**config.mk**
```make
export PLATFORM = sky130hd
export DESIGN_NAME = websocket_frame_deframer_unit
export DESIGN_NICKNAME = d
export VERILOG_FILES = /design/src/rtl/wsdf_pkg.sv /design/src/rtl/wsdf_parser.sv /design/src/rtl/websocket_frame_deframer_unit.sv
export SDC_FILE = /design/constraint.sdc
export NUM_CORES = 1
export LEC_CHECK = 0
export ABC_AREA = 1
export BUFFER_PORTS_ARGS = -buffer_cell sky130_fd_sc_hd__buf_4
export CAP_MARGIN = 0
export CORE_UTILIZATION = 56
export DETAILED_ROUTE_END_ITERATION = 7
export PLACE_DENSITY = 0.88
export SYNTH_ARGS = -nofsm -noshare
export SYNTH_HDL_FRONTEND = slang
export SYNTH_SLANG_ARGS = --single-unit
export TNS_END_PERCENT = 100
```
**constraint.sdc**
```tcl
create_clock -name clk -period 2.18 [get_ports clk]
set_input_delay 0.436 -clock clk [delete_from_list [all_inputs] [get_ports clk]]
set_output_delay 0.436 -clock clk [all_outputs]
set_load 0.01 [all_outputs]
```
**src/rtl/wsdf_pkg.sv**
```systemverilog
`default_nettype none

package wsdf_pkg;

    // width of the payload length counter, 16 to 64
    localparam int LENGTH_WIDTH = 64;

    localparam logic [7:0] FIRST_BYTE_TEXT = 8'h81;
    localparam logic [6:0] LEN_CODE_EXT16  = 7'd126;
    localparam logic [6:0] LEN_CODE_EXT64  = 7'd127;
    localparam logic [3:0] EXT16_BYTES     = 4'd2;
    localparam logic [3:0] EXT64_BYTES     = 4'd8;
    localparam logic [3:0] KEY_BYTES       = 4'd4;

    // parser phase, one-hot
    typedef enum logic [4:0] {
        PH_FIRST   = 5'b00001,
        PH_LENGTH  = 5'b00010,
        PH_EXTLEN  = 5'b00100,
        PH_KEY     = 5'b01000,
        PH_PAYLOAD = 5'b10000
    } wsdf_phase_t;

    typedef struct packed {
        logic [7:0] payload_byte;
        logic       last_of_frame;
        logic       empty_frame;
        logic       frame_error;
    } wsdf_result_t;

endpackage

`default_nettype wire

```
**src/rtl/wsdf_parser.sv**
```systemverilog
`default_nettype none

module wsdf_parser (
    input  wire logic                  clk,
    input  wire logic                  rst_n,
    input  wire logic                  step,
    input  wire logic [7:0]            data,
    output logic                       res_valid,
    output wsdf_pkg::wsdf_result_t     res
);
    import wsdf_pkg::*;

    wsdf_phase_t             phase_reg, phase_next;
    logic [3:0]              hdr_left_reg, hdr_left_next;
    logic [LENGTH_WIDTH-1:0] remaining_reg, remaining_next;
    logic [31:0]             key_reg, key_next;
    logic                    mask_on_reg, mask_on_next;
    logic [1:0]              key_pos_reg, key_pos_next;
    logic                    closed_reg, closed_next;

    logic [6:0]              len_code;
    logic [LENGTH_WIDTH-1:0] ext_len;
    logic [3:0]              hdr_left_dec;
    logic [7:0]              key_byte;

    assign len_code     = data[6:0];
    assign ext_len      = {remaining_reg[LENGTH_WIDTH-9:0], data};
    assign hdr_left_dec = hdr_left_reg - 4'd1;

    // key byte for this payload position, first key byte in the top
    always_comb
    begin
        case (key_pos_reg)
            2'd0:    key_byte = key_reg[31:24];
            2'd1:    key_byte = key_reg[23:16];
            2'd2:    key_byte = key_reg[15:8];
            default: key_byte = key_reg[7:0];
        endcase
    end

    // parser step for one item
    always_comb
    begin
        phase_next     = phase_reg;
        hdr_left_next  = hdr_left_reg;
        remaining_next = remaining_reg;
        key_next       = key_reg;
        mask_on_next   = mask_on_reg;
        key_pos_next   = key_pos_reg;
        closed_next    = closed_reg;
        res_valid      = 1'b0;
        res            = '0;

        if (step && !closed_reg)
        begin
            unique case (phase_reg)
                PH_FIRST:
                begin
                    if (data != FIRST_BYTE_TEXT)
                    begin
                        closed_next     = 1'b1;
                        res_valid       = 1'b1;
                        res.frame_error = 1'b1;
                    end
                    else
                    begin
                        phase_next = PH_LENGTH;
                    end
                end
                PH_LENGTH:
                begin
                    mask_on_next = data[7];
                    if (len_code == LEN_CODE_EXT16 || len_code == LEN_CODE_EXT64)
                    begin
                        remaining_next = '0;
                        phase_next     = PH_EXTLEN;
                        hdr_left_next  = (len_code == LEN_CODE_EXT16) ? EXT16_BYTES
                                                                      : EXT64_BYTES;
                    end
                    else
                    begin
                        remaining_next = LENGTH_WIDTH'(len_code);
                        if (data[7])
                        begin
                            phase_next    = PH_KEY;
                            hdr_left_next = KEY_BYTES;
                        end
                        else
                        begin
                            key_pos_next = 2'd0;
                            if (len_code == 7'd0)
                            begin
                                phase_next        = PH_FIRST;
                                res_valid         = 1'b1;
                                res.last_of_frame = 1'b1;
                                res.empty_frame   = 1'b1;
                            end
                            else
                            begin
                                phase_next = PH_PAYLOAD;
                            end
                        end
                    end
                end
                PH_EXTLEN:
                begin
                    remaining_next = ext_len;
                    hdr_left_next  = hdr_left_dec;
                    if (hdr_left_dec == 4'd0)
                    begin
                        if (mask_on_reg)
                        begin
                            phase_next    = PH_KEY;
                            hdr_left_next = KEY_BYTES;
                        end
                        else
                        begin
                            key_pos_next = 2'd0;
                            if (ext_len == '0)
                            begin
                                phase_next        = PH_FIRST;
                                res_valid         = 1'b1;
                                res.last_of_frame = 1'b1;
                                res.empty_frame   = 1'b1;
                            end
                            else
                            begin
                                phase_next = PH_PAYLOAD;
                            end
                        end
                    end
                end
                PH_KEY:
                begin
                    key_next      = {key_reg[23:0], data};
                    hdr_left_next = hdr_left_dec;
                    if (hdr_left_dec == 4'd0)
                    begin
                        key_pos_next = 2'd0;
                        if (remaining_reg == '0)
                        begin
                            phase_next        = PH_FIRST;
                            res_valid         = 1'b1;
                            res.last_of_frame = 1'b1;
                            res.empty_frame   = 1'b1;
                        end
                        else
                        begin
                            phase_next = PH_PAYLOAD;
                        end
                    end
                end
                PH_PAYLOAD:
                begin
                    key_pos_next     = key_pos_reg + 2'd1;
                    remaining_next   = remaining_reg - LENGTH_WIDTH'(1);
                    res_valid        = 1'b1;
                    res.payload_byte = data ^ (mask_on_reg ? key_byte : 8'h00);
                    if (remaining_reg == LENGTH_WIDTH'(1))
                    begin
                        phase_next        = PH_FIRST;
                        res.last_of_frame = 1'b1;
                    end
                end
                default:
                begin
                    phase_next = PH_FIRST;
                end
            endcase
        end
    end

    // parser state
    always_ff @(posedge clk or negedge rst_n)
    begin
        if (!rst_n)
        begin
            phase_reg     <= PH_FIRST;
            hdr_left_reg  <= '0;
            remaining_reg <= '0;
            key_reg       <= '0;
            mask_on_reg   <= 1'b0;
            key_pos_reg   <= '0;
            closed_reg    <= 1'b0;
        end
        else
        begin
            phase_reg     <= phase_next;
            hdr_left_reg  <= hdr_left_next;
            remaining_reg <= remaining_next;
            key_reg       <= key_next;
            mask_on_reg   <= mask_on_next;
            key_pos_reg   <= key_pos_next;
            closed_reg    <= closed_next;
        end
    end

    // a closed stream gives no more results
    a_closed_silent: assert property (@(posedge clk) disable iff (!rst_n)
        closed_reg |-> !res_valid)
        else $error("result after stream closed");

    // an error result closes the stream
    a_error_closes: assert property (@(posedge clk) disable iff (!rst_n)
        (res_valid && res.frame_error) |=> closed_reg)
        else $error("error did not close stream");

    // payload phase always has bytes still due
    a_payload_nonzero: assert property (@(posedge clk) disable iff (!rst_n)
        (phase_reg == PH_PAYLOAD) |-> (remaining_reg != '0))
        else $error("payload phase with no bytes due");

    // empty marker is a last marker and never an error
    a_empty_marks_last: assert property (@(posedge clk) disable iff (!rst_n)
        (res_valid && res.empty_frame) |-> (res.last_of_frame && !res.frame_error))
        else $error("bad empty-frame marker");

endmodule

`default_nettype wire

```
**src/rtl/websocket_frame_deframer_unit.sv**
```systemverilog
// websocket deframer: one stream byte per item, at most one result per item
// the result is registered: an accepted item passes the input register, then the parser step, then the result register
// one item per cycle while the result register is not stalled, set by the single-pass parser step between the registers
// stalls propagate back from out_stall through the result register within the same cycle
// reset: rst_n async active low; parser expects a first header byte, stream open
`default_nettype none

module websocket_frame_deframer_unit (
    input  wire logic       clk,
    input  wire logic       rst_n,
    input  wire logic       in_valid,
    output logic            in_stall,
    input  wire logic [7:0] frame_byte,
    output logic            out_valid,
    input  wire logic       out_stall,
    output logic [7:0]      payload_byte,
    output logic            last_of_frame,
    output logic            empty_frame,
    output logic            frame_error
);
    import wsdf_pkg::*;

    logic         in_valid_reg;
    logic [7:0]   byte_reg;
    logic         out_valid_reg;
    wsdf_result_t out_reg;

    logic         advance;
    logic         res_valid;
    wsdf_result_t res;

    // item in the input register moves on when the result register is empty or not stalled
    assign advance  = in_valid_reg && (!out_valid_reg || !out_stall);
    assign in_stall = in_valid_reg && !advance;

    wsdf_parser u_parser (
        .clk       (clk),
        .rst_n     (rst_n),
        .step      (advance),
        .data      (byte_reg),
        .res_valid (res_valid),
        .res       (res)
    );

    // input register
    always_ff @(posedge clk or negedge rst_n)
    begin
        if (!rst_n)
        begin
            in_valid_reg <= 1'b0;
        end
        else if (!in_stall)
        begin
            in_valid_reg <= in_valid;
        end
    end

    always_ff @(posedge clk)
    begin
        if (in_valid && !in_stall)
        begin
            byte_reg <= frame_byte;
        end
    end

    // result register
    always_ff @(posedge clk or negedge rst_n)
    begin
        if (!rst_n)
        begin
            out_valid_reg <= 1'b0;
        end
        else if (advance)
        begin
            out_valid_reg <= res_valid;
        end
        else if (!out_stall)
        begin
            out_valid_reg <= 1'b0;
        end
    end

    always_ff @(posedge clk)
    begin
        if (advance && res_valid)
        begin
            out_reg <= res;
        end
    end

    assign out_valid     = out_valid_reg;
    assign payload_byte  = out_reg.payload_byte;
    assign last_of_frame = out_reg.last_of_frame;
    assign empty_frame   = out_reg.empty_frame;
    assign frame_error   = out_reg.frame_error;

endmodule

`default_nettype wire
```
Word level (Yosys, flattened, before mapping):

Cells that the tools add are included.

* register bits: 130
* output and inout port bits: 13

* reduce and logical (&&, ||, !) cells: 29
* add/sub/neg operators: 3
* bitwise gates (word level): 1
* equal/unequal tests: 20
* mux-type cells: 51

Operators with widths (count)
* $pmux 64 s3: 1
* $logic_not 64->1: 2
* $eq 64x1->1 const B: 1
* $sub 64x1->64 const B: 1
* $mux 5: 10
* $mux 2: 13
* $pmux 5 s5: 1
* $pmux 8 s3: 1
* $mux 4: 5
* $eq 7x7->1 const B: 2
* $mux 1: 13
* $pmux 4 s3: 1
* $reduce_and 2->1: 5
* $mux 8: 1
* $ne 2x1->1 const B: 4
* $ne 2x2->1 const B: 4
* $ne 8x8->1 const B: 1
* $pmux 2 s4: 1
* $xor 8x8->8: 1
* $logic_not 7->1: 1
* $mux 7: 1
* $reduce_and 7->1: 1
* $reduce_and 3->1: 2
* $reduce_bool 3->1: 2
* other kinds (20): 29

Depth between registers and ports, before layout:

Gate-level depths: netlist (run 1).

* depth in word-level cells: 7
* depth in mapped cells: 13

Modules after synthesis:

Synthesis (run 1) repeated with hierarchy kept, for this count alone.

* cells, all modules: 1162
* area total of the unflattened synthesis: 8310.5 sq um

By module, submodules not included
* wsdf_parser: times used 1, cells each 1128, seq. area each 2728.9 sq um, area an instance 7638.6 sq um
* websocket_frame_deframer_unit: times used 1, cells each 34, seq. area each 620.6 sq um, area an instance 671.9 sq um

Worst setup path before layout (run 1):

Ideal clock, no wire load.

* path kind: reg2reg
* start point: register u_parser.remaining_reg[0]
* end point: register out_reg (netlist bit empty_frame) (enable)
* period minus slack after synthesis: 2.193 ns
* required time: 1.835 ns
* setup slack: -0.013 ns
* arrival: 1.848 ns
* path buffers: 1
* stages on the path, launching flop included: 14
* cell sequence: dfrtp_1 -> inv_2 -> ha_1 -> buf_2 -> nand2_2 -> nor2_4 -> nand2_4 -> nor2_8 -> nand2_1 -> a21oi_1 -> nand2_1 -> nand2_1 -> nand2_1 -> nand2_1

* word-level cells in the longest chain between the ends: 7

Ends and longest elaborated chain
* from (decl): line wsdf_parser.sv:15 `logic [LENGTH_WIDTH-1:0] remaining_reg, remaining_next;`
* from (signal assigned): line wsdf_parser.sv:190 `remaining_reg <= remaining_next;`
* $logic_not 64->1: line wsdf_parser.sv:119 `if (ext_len == '0)`
* $mux 1: line wsdf_parser.sv:119
* $mux 1: line wsdf_parser.sv:111 `if (mask_on_reg)`
* $mux 1: line wsdf_parser.sv:109 `if (hdr_left_dec == 4'd0)`
* $pmux 1 s5 (*): line wsdf_parser.sv:56 `unique case (phase_reg)`
* $mux 1 (*): line wsdf_parser.sv:54 `if (step && !closed_reg)`
* $logic_and 1x1->1 (*): line websocket_frame_deframer_unit.sv:85 `if (advance && res_valid)`
* to (signal assigned): line websocket_frame_deframer_unit.sv:87 `out_reg <= res;`
* to (decl): line websocket_frame_deframer_unit.sv:26 `wsdf_result_t out_reg;`

Mark *: on every way between the ends. The rest lies on a longest branch, timed or not.
A chain may end at the register's enable or synchronous reset.

Worst setup path in the final report (run 1):

* start point: register u_parser.phase_reg[3]
* end point: register u_parser.remaining_reg[2]

* word-level cells in the longest chain between the ends: 3

Ends and longest elaborated chain
* from (decl): line wsdf_parser.sv:13 `wsdf_phase_t phase_reg, phase_next;`
* from (signal assigned): line wsdf_parser.sv:188 `phase_reg <= phase_next;`
* $eq 5x2->1 (tied with other cells): line wsdf_parser.sv:56
* $reduce_bool 3->1 (no line)
* $reduce_and 2->1 (no line)

Parallel ways exist; a longest one is shown, timed or not.

==> summary.md, run 1 <==
| Metric | Value |
|---|---|
| Outcome | `finished, final reports clean` |
| Final Cycle Share | `0.9369` |
| Sequential fraction of the synthesis area | `0.4068` |
| Total power draw | `5.484 mW` |
| Sinks on Clock Net | `130` |
| RSZ-0062 raised after global routing | `false` |
| CP Class | `flip-flop to flip-flop` |
| Core Region | `0.01410 sq mm` |
| Mapped cell area | `0.008234 sq mm` |
| Port bufs | `24` |
| DRT Pass-1 Iters | `7` |
| Initial core utilization | `0.5841` |
| DR vias | `8716` |
| Yosys reg bits | `130` |
| CP required | `2.49 ns` |
| Post-CTS Setup Repair Bufs | `0` |
| Worst hold path type | `input port to flip-flop` |
| Average wire per standard cell | `17.47 um` |
| Syn_area_per_cell | `7.173 sq um` |
| N_diodes | `0` |
| CTS tree | `done` |
| Most frequent CP cell | `a21oi_1` |
| Placer congestion estimate | `0.9945` |
| Dpl ws | `0.07278 ns` |
| Max Used Layer | `met4` |
| Largest register FFs | `64` |
| Worst Tran Pin Value | `0.5527 ns` |
| Mean number of vias per cell | `6.112` |
| Crit path max fanout | `18` |
| ANT nets after route | `0` |
| Setup Skew | `0.007503 ns` |
| Met3 wire length | `2547 um` |
| WL met2 | `11490 um` |
| # nets final | `1253` |
| Synth cell types | `44` |
| Worst Setup Start Kind | `flip-flop` |
| Chip Width | `123.3 um` |
| Final Critical Period | `2.042 ns` |
| CP max stage cell | `dfrtp_1` |
| Vias in the first global route | `8150` |
| Layout area overhead | `18.42%` |
| CP max stage delay | `0.44 ns` |
| Global-route wire length before repair | `39560 um` |
| Fmax | `0.4896 GHz` |
| Fill cells | `1119` |
| Die H | `123.3 um` |
| WP data arrival | `2.35 ns` |
| Wl on met1 | `10070 um` |
| Post-Synthesis Cells | `1148` |
| Row count | `43` |
| Cells along the critical path | `nor2_2, nand3_4, nand3_1, nand2_2, clkinv_2, o21ai_0, a21oi_1, a21oi_1` |
| Worst-path clk slew | `0.06 ns` |
| Count of yosys warnings during synthesis | `0` |
| Power per cell area | `562.4 mW/mm^2` |
| IR drop worst, VDD | `0.6456 mV` |
| I/O pin count | `25` |
| DR iter-0 viols | `1181` |
| Register Area | `0.003349 sq mm` |
| Area of the multi-input gates | `0.004283 sq mm` |
| Clock Latency Late Sink | `0.43 ns` |
| H-tree depth | `4` |
| Final instance area | `0.009751 sq mm` |
| Final setup margin | `0.1376 ns` |
| LEAKAGE | `4.194 nW` |
| Max cap viols | `0` |
| Residual DRC count | `0` |
| DP Area | `0.009100 sq mm` |
| Die ar. | `0.01519 sq mm` |
| Largest net degree at the start of global routing | `51` |
| WL final | `24910 um` |
| Initial antenna violation count | `0` |
| Share of cells above drive strength 1 | `0.1766` |
| Final Util | `0.6917` |
| Final hold vios | `0` |
| Final setup TNS | `0 ns` |
| CTS Buf Count | `17` |
| Final setup vio count | `0` |
| DP Wirelength | `17670 um` |
| Slew headroom | `0.6291` |
| Crit. End Element | `flip-flop` |
| Total GRT Usage | `0.3422` |
| CTS root buf | `clkbuf_16` |
| Net Count, Synth | `1168` |
| Slew Limit Fails | `0` |
| CTS Buffer Depth | `2` |
| GRT overflow | `0` |
==> power breakdown <==
group | total, mW | internal [mW] | switching, mW
clock | 2.86 | 1.70 | 1.17
combinational | 0.137 | 0.0419 | 0.0949
sequential | 2.48 | 2.47 | 0.00828
==> logic make-up after synthesis <==
kind of cell    Yosys count  share of synthesized area
simple gates            592                     0.3240
xor+xnor                  4                   0.004255
flops                   130                     0.4068
buf+inv                 159                    0.08023
mux                       4                   0.005470
compound gates          251                     0.1671
fa+ha+maj                 8                    0.01216
==> cell usage in the layout (no fill, tap or decap), drive strengths merged <==
| cell type | instances |
|---|---|
| nand2 | 272 |
| nor2 | 195 |
| o22ai | 7 |
| mux2 | 4 |
| o21ai | 102 |
| clkinv | 9 |
| a21oi | 100 |
| nand4 | 17 |
| nand3 | 84 |
| nor3 | 19 |
| o31ai | 1 |
| a31oi | 4 |
| o221ai | 6 |
| clkbuf | 18 |
| dlygate4sd3 | 1 |
| xnor2 | 3 |
| clkinvlp | 2 |
| o32ai | 1 |
| a22oi | 28 |
| ha | 8 |
| a22o | 1 |
| nor4 | 2 |
| nand3b | 1 |
| xor2 | 1 |
| edfxtp | 19 |
| o41ai | 1 |
| bufinv | 2 |
| inv | 122 |
| or2 | 3 |
| dfstp | 1 |
| dfrtp | 110 |
| buf | 102 |
==> layout make-up <==
| class | instances | share of cell area |
|---|---|---|
| Multi-Input combinational cell | 860 | 0.4392 |
| Timing Repair Buffer | 103 | 0.08726 |
| Sequential cell | 130 | 0.3435 |
| Tap cell | 180 | 0.02310 |
| Inverter | 121 | 0.04684 |
| Clock inverter | 14 | 0.01604 |
| Clock buffer | 18 | 0.04401 |
==> worst paths after layout <==
kind | slack [ns] | to | from | depth (start not counted)
setup / recovery | 0.14 | u_parser.remaining_reg[2] | u_parser.phase_reg[3] | 8
hold / removal | 0.18 | byte_reg[1] | frame_byte[1] | 1
setup reg to reg | 0.14 | u_parser.remaining_reg[2] | u_parser.phase_reg[3] | 8
hold reg to reg | 0.47 | u_parser.closed_reg | u_parser.closed_reg | 2
max in group asynchronous | 1.03 | u_parser.key_reg[19] | rst_n | 3
min in group asynchronous | 0.52 | u_parser.hdr_left_reg[1] | rst_n | 2
==> cells in the mapped netlist <==
library cell	n	share of area
nand4_1	14	0.011
or2_2	3	0.0023
a22o_1	1	0.0011
nand2_2	8	0.0061
nor2_8	1	0.0024
o221ai_1	6	0.0064
a21oi_1	100	0.061
buf_6	2	0.0027
nand3b_1	1	0.00091
nor2_2	16	0.012
nor3_2	6	0.0073
o31ai_1	1	0.00091
o41ai_1	1	0.0011
nand2_1	260	0.12
clkbuf_1	14	0.0064
clkinv_2	1	0.00061
nor3_1	13	0.0079
nand3_1	79	0.048
edfxtp_1	19	0.069
nor4_1	2	0.0015
nand4_4	2	0.0052
inv_2	12	0.0055
nor2_1	171	0.078
buf_2	14	0.0085
inv_1	108	0.049
nand2_4	3	0.0041
o22ai_1	7	0.0053
o21ai_1	23	0.014
mux2_2	3	0.0041
dfrtp_1	110	0.33
nand3_2	3	0.0036
a31oi_1	4	0.0030
mux2_1	1	0.0014
xor2_1	1	0.0011
ha_1	8	0.012
nor2_4	7	0.0096
nand4_2	1	0.0015
a22oi_1	28	0.026
o21ai_0	79	0.048
nand3_4	2	0.0043
dfstp_2	1	0.0032
xnor2_1	3	0.0032
buf_4	8	0.0073
o32ai_1	1	0.0011
==> metrics by stage <==
step / hold WS, ns / cells
3_3_place_gp: 0.4327 / 1392
2_1_floorplan: 0.1404 / 1148
5_1_grt: 0.1711 / 1426
6_report: 0.1808 / 1426
3_5_place_dp: 0.4430 / 1392
4_1_cts: 0.1723 / 1425
==> worst max-delay path, delay by kind of cell, from the launching register on <==
family / cells / cell delay (ns)
AND/OR/NAND/NOR: 4 / 0.78
AO/OA/AOI/OAI: 3 / 0.46
buffers and inverters: 1 / 0.25
flip-flops: 1 / 0.44
==> routing by layer <==
layer  vias to the layer above  GRT usage
met5                         -          0
met4                         0     0.1355
met3                        89    0.08625
met2                       549     0.5409
met1                      4076     0.4501
li1                       4002          -
==> what timing repair did <==
action                                  CTS  global route
hold buffers                              1             0
endpoints found under the setup margin    0            17
hold endpoints to repair                 18             0
resized for setup                         0            20
No activity file was read; power rests on OpenSTA's default activity.
==> run 2, diff against run 1 <==
ABC_CLOCK_PERIOD_IN_PS = 2200   (was default)
PLACE_DENSITY = 0.85   (was 0.88)
clock period = 2.2 ns   (was 2.18 ns; I/O delays follow)
==> run 2 against run 1 <==
  * Final area shrank 1.0%
  * Sequential share of layout area grew 0.41 points
  * Clock skew is essentially flat
==> summary.md, run 2 (same netlist as run 1, synthesis figures left out) <==
| Metric | Value |
|---|---|
| Seq pwr share | `0.448` |
| Most frequent cells in the layout | `nand2_1, nor2_1, inv_1` |
| DRT Pass-1 Iters | `6` |
| DP Area | `0.008945 sq mm` |
| Sinks on Clock Net | `130` |
| Fill cells | `1119` |
| WP data arrival | `2.21 ns` |
| Core Region | `0.01410 sq mm` |
| Residual DRC count | `0` |
| Crit path capture | `payload_byte[4]` |
| Share of cells above drive strength 1 | `0.1720` |
| CP required | `2.35 ns` |
| CP Class | `flip-flop to flip-flop` |
| Final Cycle Share | `0.9383` |
| ANT nets after route | `0` |
| Port bufs | `24` |
| Worst-case reg-to-reg path depth | `12` |
| Final setup margin | `0.1357 ns` |
| R2r setup slk | `0.14 ns` |
| CTS Buf Count | `17` |
| Die ar. | `0.01519 sq mm` |
| Mean number of vias per cell | `5.988` |
| CTS Buffer Depth | `2` |
| P_sw | `1.232 mW` |
| CTS tree | `done` |
| Clock Latency Late Sink | `0.43 ns` |
| Max cap viols | `0` |
| IR drop worst, VDD | `0.5140 mV` |
| Initial core utilization | `0.5841` |
| Layout area overhead | `17.20%` |
| Switch share | `0.2245` |
| N_diodes | `0` |
| Final Critical Period | `2.064 ns` |
| Global-route wire length before repair | `38090 um` |
| LEAKAGE | `4.093 nW` |
| Slew headroom | `0.6575` |
| # nets final | `1234` |
| Final setup vio count | `0` |
| Commonest non-fill, non-tap cell in the layout | `nand2_1` |
| GRT overflow | `0` |
| Largest net degree at the start of global routing | `91` |
| Row count | `43` |
| Final instance area | `0.009651 sq mm` |
| Die H | `123.3 um` |
| DP Wirelength | `16800 um` |
| Clock power share | `0.528` |
| Total GRT Usage | `0.3301` |
| Pint | `4.255 mW` |
| Placer congestion estimate | `0.9737` |
| RR Endpoint | `payload_byte[4]` |
| Worst hold slack | `0.1815 ns` |
| Final hold vios | `0` |
| Power per cell area | `568.6 mW/mm^2` |
| Slew Limit Fails | `0` |
| DR iter-0 viols | `1071` |
| Dpl ws | `0.09431 ns` |
| DR vias | `8425` |
| Setup Skew | `0.007316 ns` |
| Worst Setup Start Kind | `flip-flop` |
| Crit. End Element | `flip-flop` |
| Final Util | `0.6846` |
| Initial antenna violation count | `0` |
| CTS root buf | `clkbuf_16` |
| Worst Tran Pin Value | `0.5103 ns` |
| Crit Reg-Reg Startpoint | `u_parser.remaining_reg[6]` |
| Average wire per standard cell | `17.04 um` |
| Fmax | `0.4844 GHz` |
| Chip Width | `123.3 um` |
| Crit. Startpoint | `u_parser.remaining_reg[6]` |
| Largest register FFs | `64` |
| I/O pin count | `25` |
| Vias in the first global route | `7555` |
| WL final | `23980 um` |
| H-tree depth | `4` |
| Gate power share | `0.024` |
| Worst-path clk slew | `0.06 ns` |
| Worst hold path type | `input port to flip-flop` |
| Outcome | `finished, final reports clean` |
| Crit path max fanout | `11` |
==> run 2: layer usage <==
layer  share of wire  track usage  vias to the layer above
li1                -            -                     3964
met1            0.42       0.4562                     3909
met2            0.46       0.5101                      481
met3           0.091      0.06734                       71
met4           0.029       0.1273                        0
met5               0            0                        -
==> run 2: power by group through the flow <==
| stage | registers (mW) | logic [mW] | clock network (mW) |
|---|---|---|---|
| floorplan | 2.51 | 0.0257 | 0 |
| global placement | 2.50 | 0.127 | 0 |
| detailed placement | 2.50 | 0.129 | 0 |
| CTS | 2.46 | 0.132 | 2.89 |
| global route | 2.46 | 0.145 | 3.00 |
| finish | 2.46 | 0.131 | 2.90 |
==> run 2: repair_timing <==
| action | CTS | global route |
|---|---|---|
| endpoints found under the setup margin | 0 | 14 |
| endpoints found under the hold margin | 27 | 0 |
| hold buffers | 1 | 0 |
| gates resized for setup | 0 | 27 |
| buffers inserted | 0 | 4 |
==> run 2: how the worst min path moves through the flow <==
stage                  start                        to  depth (start not counted)
6_report       frame_byte[1]               byte_reg[1]                          1
3_5_place_dp           rst_n  u_parser.hdr_left_reg[1]                          1
3_3_place_gp           rst_n  u_parser.hdr_left_reg[1]                          1
4_1_cts        frame_byte[1]               byte_reg[1]                          1
2_1_floorplan          rst_n              in_valid_reg                          0
5_1_grt        frame_byte[1]               byte_reg[1]                          1
==> run 2: critical path, stage by stage (launching register included) <==
cell	delay, ns
dfrtp_1	0.45
nor2_2	0.16
nand2_1	0.15
nor2_4	0.17
nand2_4	0.11
nor2_8	0.11
nand2_1	0.07
a21oi_1	0.12
nand2_1	0.07
nand2_1	0.06
nand2_1	0.08
nand2_2	0.09
buf_12	0.13
==> run 2: layout make-up <==
type,count,area [sq um],area share
Inverter,121,455.4,0.04719
Multi-Input combinational cell,859,4289,0.4444
Clock inverter,11,127.6,0.01322
Sequential cell,130,3354,0.3476
Tap cell,180,225.2,0.02334
Clock buffer,21,470.5,0.04875
Timing Repair Buffer,85,728.2,0.07546
==> run 2: per-stage QoR <==
step | TNS (ns) | total power [mW] | std cells
3_3_place_gp | 0 | 2.631 | 1370
3_5_place_dp | 0 | 2.634 | 1370
2_1_floorplan | 0 | 2.533 | 1148
6_report | 0 | 5.487 | 1407
4_1_cts | 0 | 5.485 | 1403
5_1_grt | -0.1792 | 5.608 | 1407
==> run 3, diff against run 2 <==
--- a/config.mk
+++ b/config.mk
@@ -12,5 +12,5 @@
 export CORE_UTILIZATION = 56
 export DETAILED_ROUTE_END_ITERATION = 7
-export PLACE_DENSITY = 0.85
+export PLACE_DENSITY = 0.7
 export SYNTH_ARGS = -nofsm -noshare
 export SYNTH_HDL_FRONTEND = slang
==> constraint.sdc (replaced) <==
create_clock -name clk -period 2.2 [get_ports clk]
set_input_delay 0.22 -clock clk [delete_from_list [all_inputs] [get_ports clk]]
set_output_delay 0.22 -clock clk [all_outputs]
set_load 0.01 [all_outputs]
==> run 3 against run 2 <==
  * Clock-buffer cell count unchanged
  * Non-clock buffer count increased by 7
  * Register-to-register slack got worse by 0.02 ns
  * Flip-flop and latch count unchanged
  * First-iteration DRC count decreased by 18%
  * Clock power decreased by 4%
  * Sequential power about the same
  * Final cell count increased by 0.50%
  * Worst hold slack got worse by 0.18 ns
  * Combinational power increased by 5%
  * Sequential share of layout area decreased by 0.084 points
  * Clock skew decreased by 0.00060 ns
  * Critical path type unchanged
  * Largest cell class unchanged
==> summary.md, run 3 (same netlist as run 1, synthesis figures left out) <==
| Metric | Value |
|---|---|
| Outcome | `finished, final reports clean` |
| Sinks on Clock Net | `130` |
| Fmax | `0.4799 GHz` |
| Slew Limit Fails | `0` |
| Layout area overhead | `17.40%` |
| Worst Tran Pin Value | `0.6489 ns` |
| WP data arrival | `2.42 ns` |
| Port bufs | `24` |
| WL final | `23960 um` |
| Residual DRC count | `0` |
| Share of cells above drive strength 1 | `0.1564` |
| Area of the multi-input gates | `0.004257 sq mm` |
| DR vias | `8172` |
| Crit path max fanout | `6` |
| CTS root buf | `clkbuf_16` |
| Crit. End Element | `flip-flop` |
| Crit Reg-Reg Startpoint | `u_parser.remaining_reg[0]` |
| Final instance area | `0.009667 sq mm` |
| Worst hold slack | `0.005389 ns` |
| DR iter-0 viols | `875` |
| GRT overflow | `0` |
| R2r setup slk | `0.12 ns` |
| ANT nets after route | `0` |
| Global-route wire length before repair | `37940 um` |
| Final Cycle Share | `0.9471` |
| Setup Skew | `0.006716 ns` |
| Fill cells | `1240` |
| Initial core utilization | `0.5841` |
| Core Region | `0.01410 sq mm` |
| Mean number of vias per cell | `5.779` |
| Vias in the first global route | `7333` |
| Most frequent cells in the layout | `nand2_1, nor2_1, inv_1, dfrtp_1, a21oi_1` |
| Worst-path clk slew | `0.06 ns` |
| Largest net degree at the start of global routing | `112` |
| Clock Latency Late Sink | `0.43 ns` |
| Crit path capture | `u_parser.remaining_reg[34]` |
| Slew headroom | `0.5674` |
| Final hold vios | `0` |
| IR drop worst, VDD | `0.5971 mV` |
| RR Endpoint | `u_parser.remaining_reg[34]` |
| DP Area | `0.008967 sq mm` |
| Placer congestion estimate | `0.9591` |
| Max cap viols | `0` |
| RSZ-0062 raised after global routing | `true` |
| Largest register FFs | `64` |
| Worst-case reg-to-reg path depth | `11` |
| DRT Pass-1 Iters | `5` |
| N_diodes | `0` |
| Final setup TNS | `0 ns` |
| H-tree depth | `4` |
| Final setup vio count | `0` |
| DP Wirelength | `16930 um` |
| Row count | `43` |
| Worst Setup Start Kind | `flip-flop` |
| Register Area | `0.003352 sq mm` |
| Crit. Startpoint | `u_parser.remaining_reg[0]` |
| Die ar. | `0.01519 sq mm` |
| Initial antenna violation count | `0` |
| Average wire per standard cell | `16.94 um` |
| Worst hold path type | `input port to flip-flop` |
| CP required | `2.53 ns` |
| Die H | `123.3 um` |
| I/O pin count | `25` |
| Chip Width | `123.3 um` |
| Power per cell area | `557.7 mW/mm^2` |
| CTS tree | `done` |
| Total GRT Usage | `0.3323` |
| Final Critical Period | `2.084 ns` |
| CTS Buffer Depth | `2` |
| Commonest non-fill, non-tap cell in the layout | `nand2_1` |
| LEAKAGE | `4.112 nW` |
| # nets final | `1241` |
| CP Class | `flip-flop to flip-flop` |
| CTS Buf Count | `17` |
## run 3: area by class of cell
cell class	count	area share
clock inverter	11	0.01087
inverter	121	0.04711
sequential	130	0.3468
tap	180	0.02330
multi-input combinational	859	0.4403
timing repair buffer	92	0.08284
clock buffer	21	0.04880
## run 3: metal layers
layer | global-route usage | part of all wire | vias up
met5 | 0 | 0 | -
met4 | 0.09413 | 0.016 | 0
met3 | 0.06042 | 0.076 | 35
met2 | 0.5049 | 0.46 | 355
met1 | 0.4843 | 0.45 | 3813
li1 | - | - | 3969
## run 3: timing repair
item                       4_1_cts  5_1_grt
hold buffers                     9        0
hold endpoints to repair       118        0
gates resized for setup          0       12
buffers inserted                 0        0
setup endpoints to repair        0       12
## run 3: metrics by stage
stage                 util  instances  power (mW)  setup WS (ns)
floorplan                -       1148       2.533       0.006878
global placement    0.6362       1373       2.627         0.1523
detailed placement  0.6362       1373       2.628         0.1245
CTS                 0.6835       1414       5.403        0.09676
global route        0.6858       1414       5.538       -0.02243
finish              0.6858       1414       5.392         0.1163
## run 3: worst min-delay path by stage
stage	cells past startpoint	startpoint	slack, ns	end
detailed placement	2	rst_n	0.36	u_parser.key_reg[28]
CTS	3	in_valid	0.0008	in_valid_reg
floorplan	0	rst_n	-0.08	in_valid_reg
global placement	2	rst_n	0.36	u_parser.key_reg[28]
global route	3	in_valid	0.04	in_valid_reg
finish	3	in_valid	0.005	in_valid_reg
## run 3: worst max-delay path, cell delays in order, from the launching register on
cell and delay, ns:
dfrtp_1 0.39, inv_2 0.06, ha_1 0.18, buf_4 0.19, inv_1 0.08, nor2_2 0.16, nand2_1 0.07, nor2_1 0.20
nand2_1 0.21, o21ai_0 0.19, nand3_1 0.08, a22oi_1 0.18
## run 3: power breakdown
| group | leakage (nW) | switching [mW] | total, mW | internal, mW |
|---|---|---|---|---|
| logic | 2.42 | 0.0915 | 0.137 | 0.0455 |
| registers | 1.42 | 0.00809 | 2.46 | 2.45 |
| clock network | 0.271 | 1.14 | 2.79 | 1.65 |
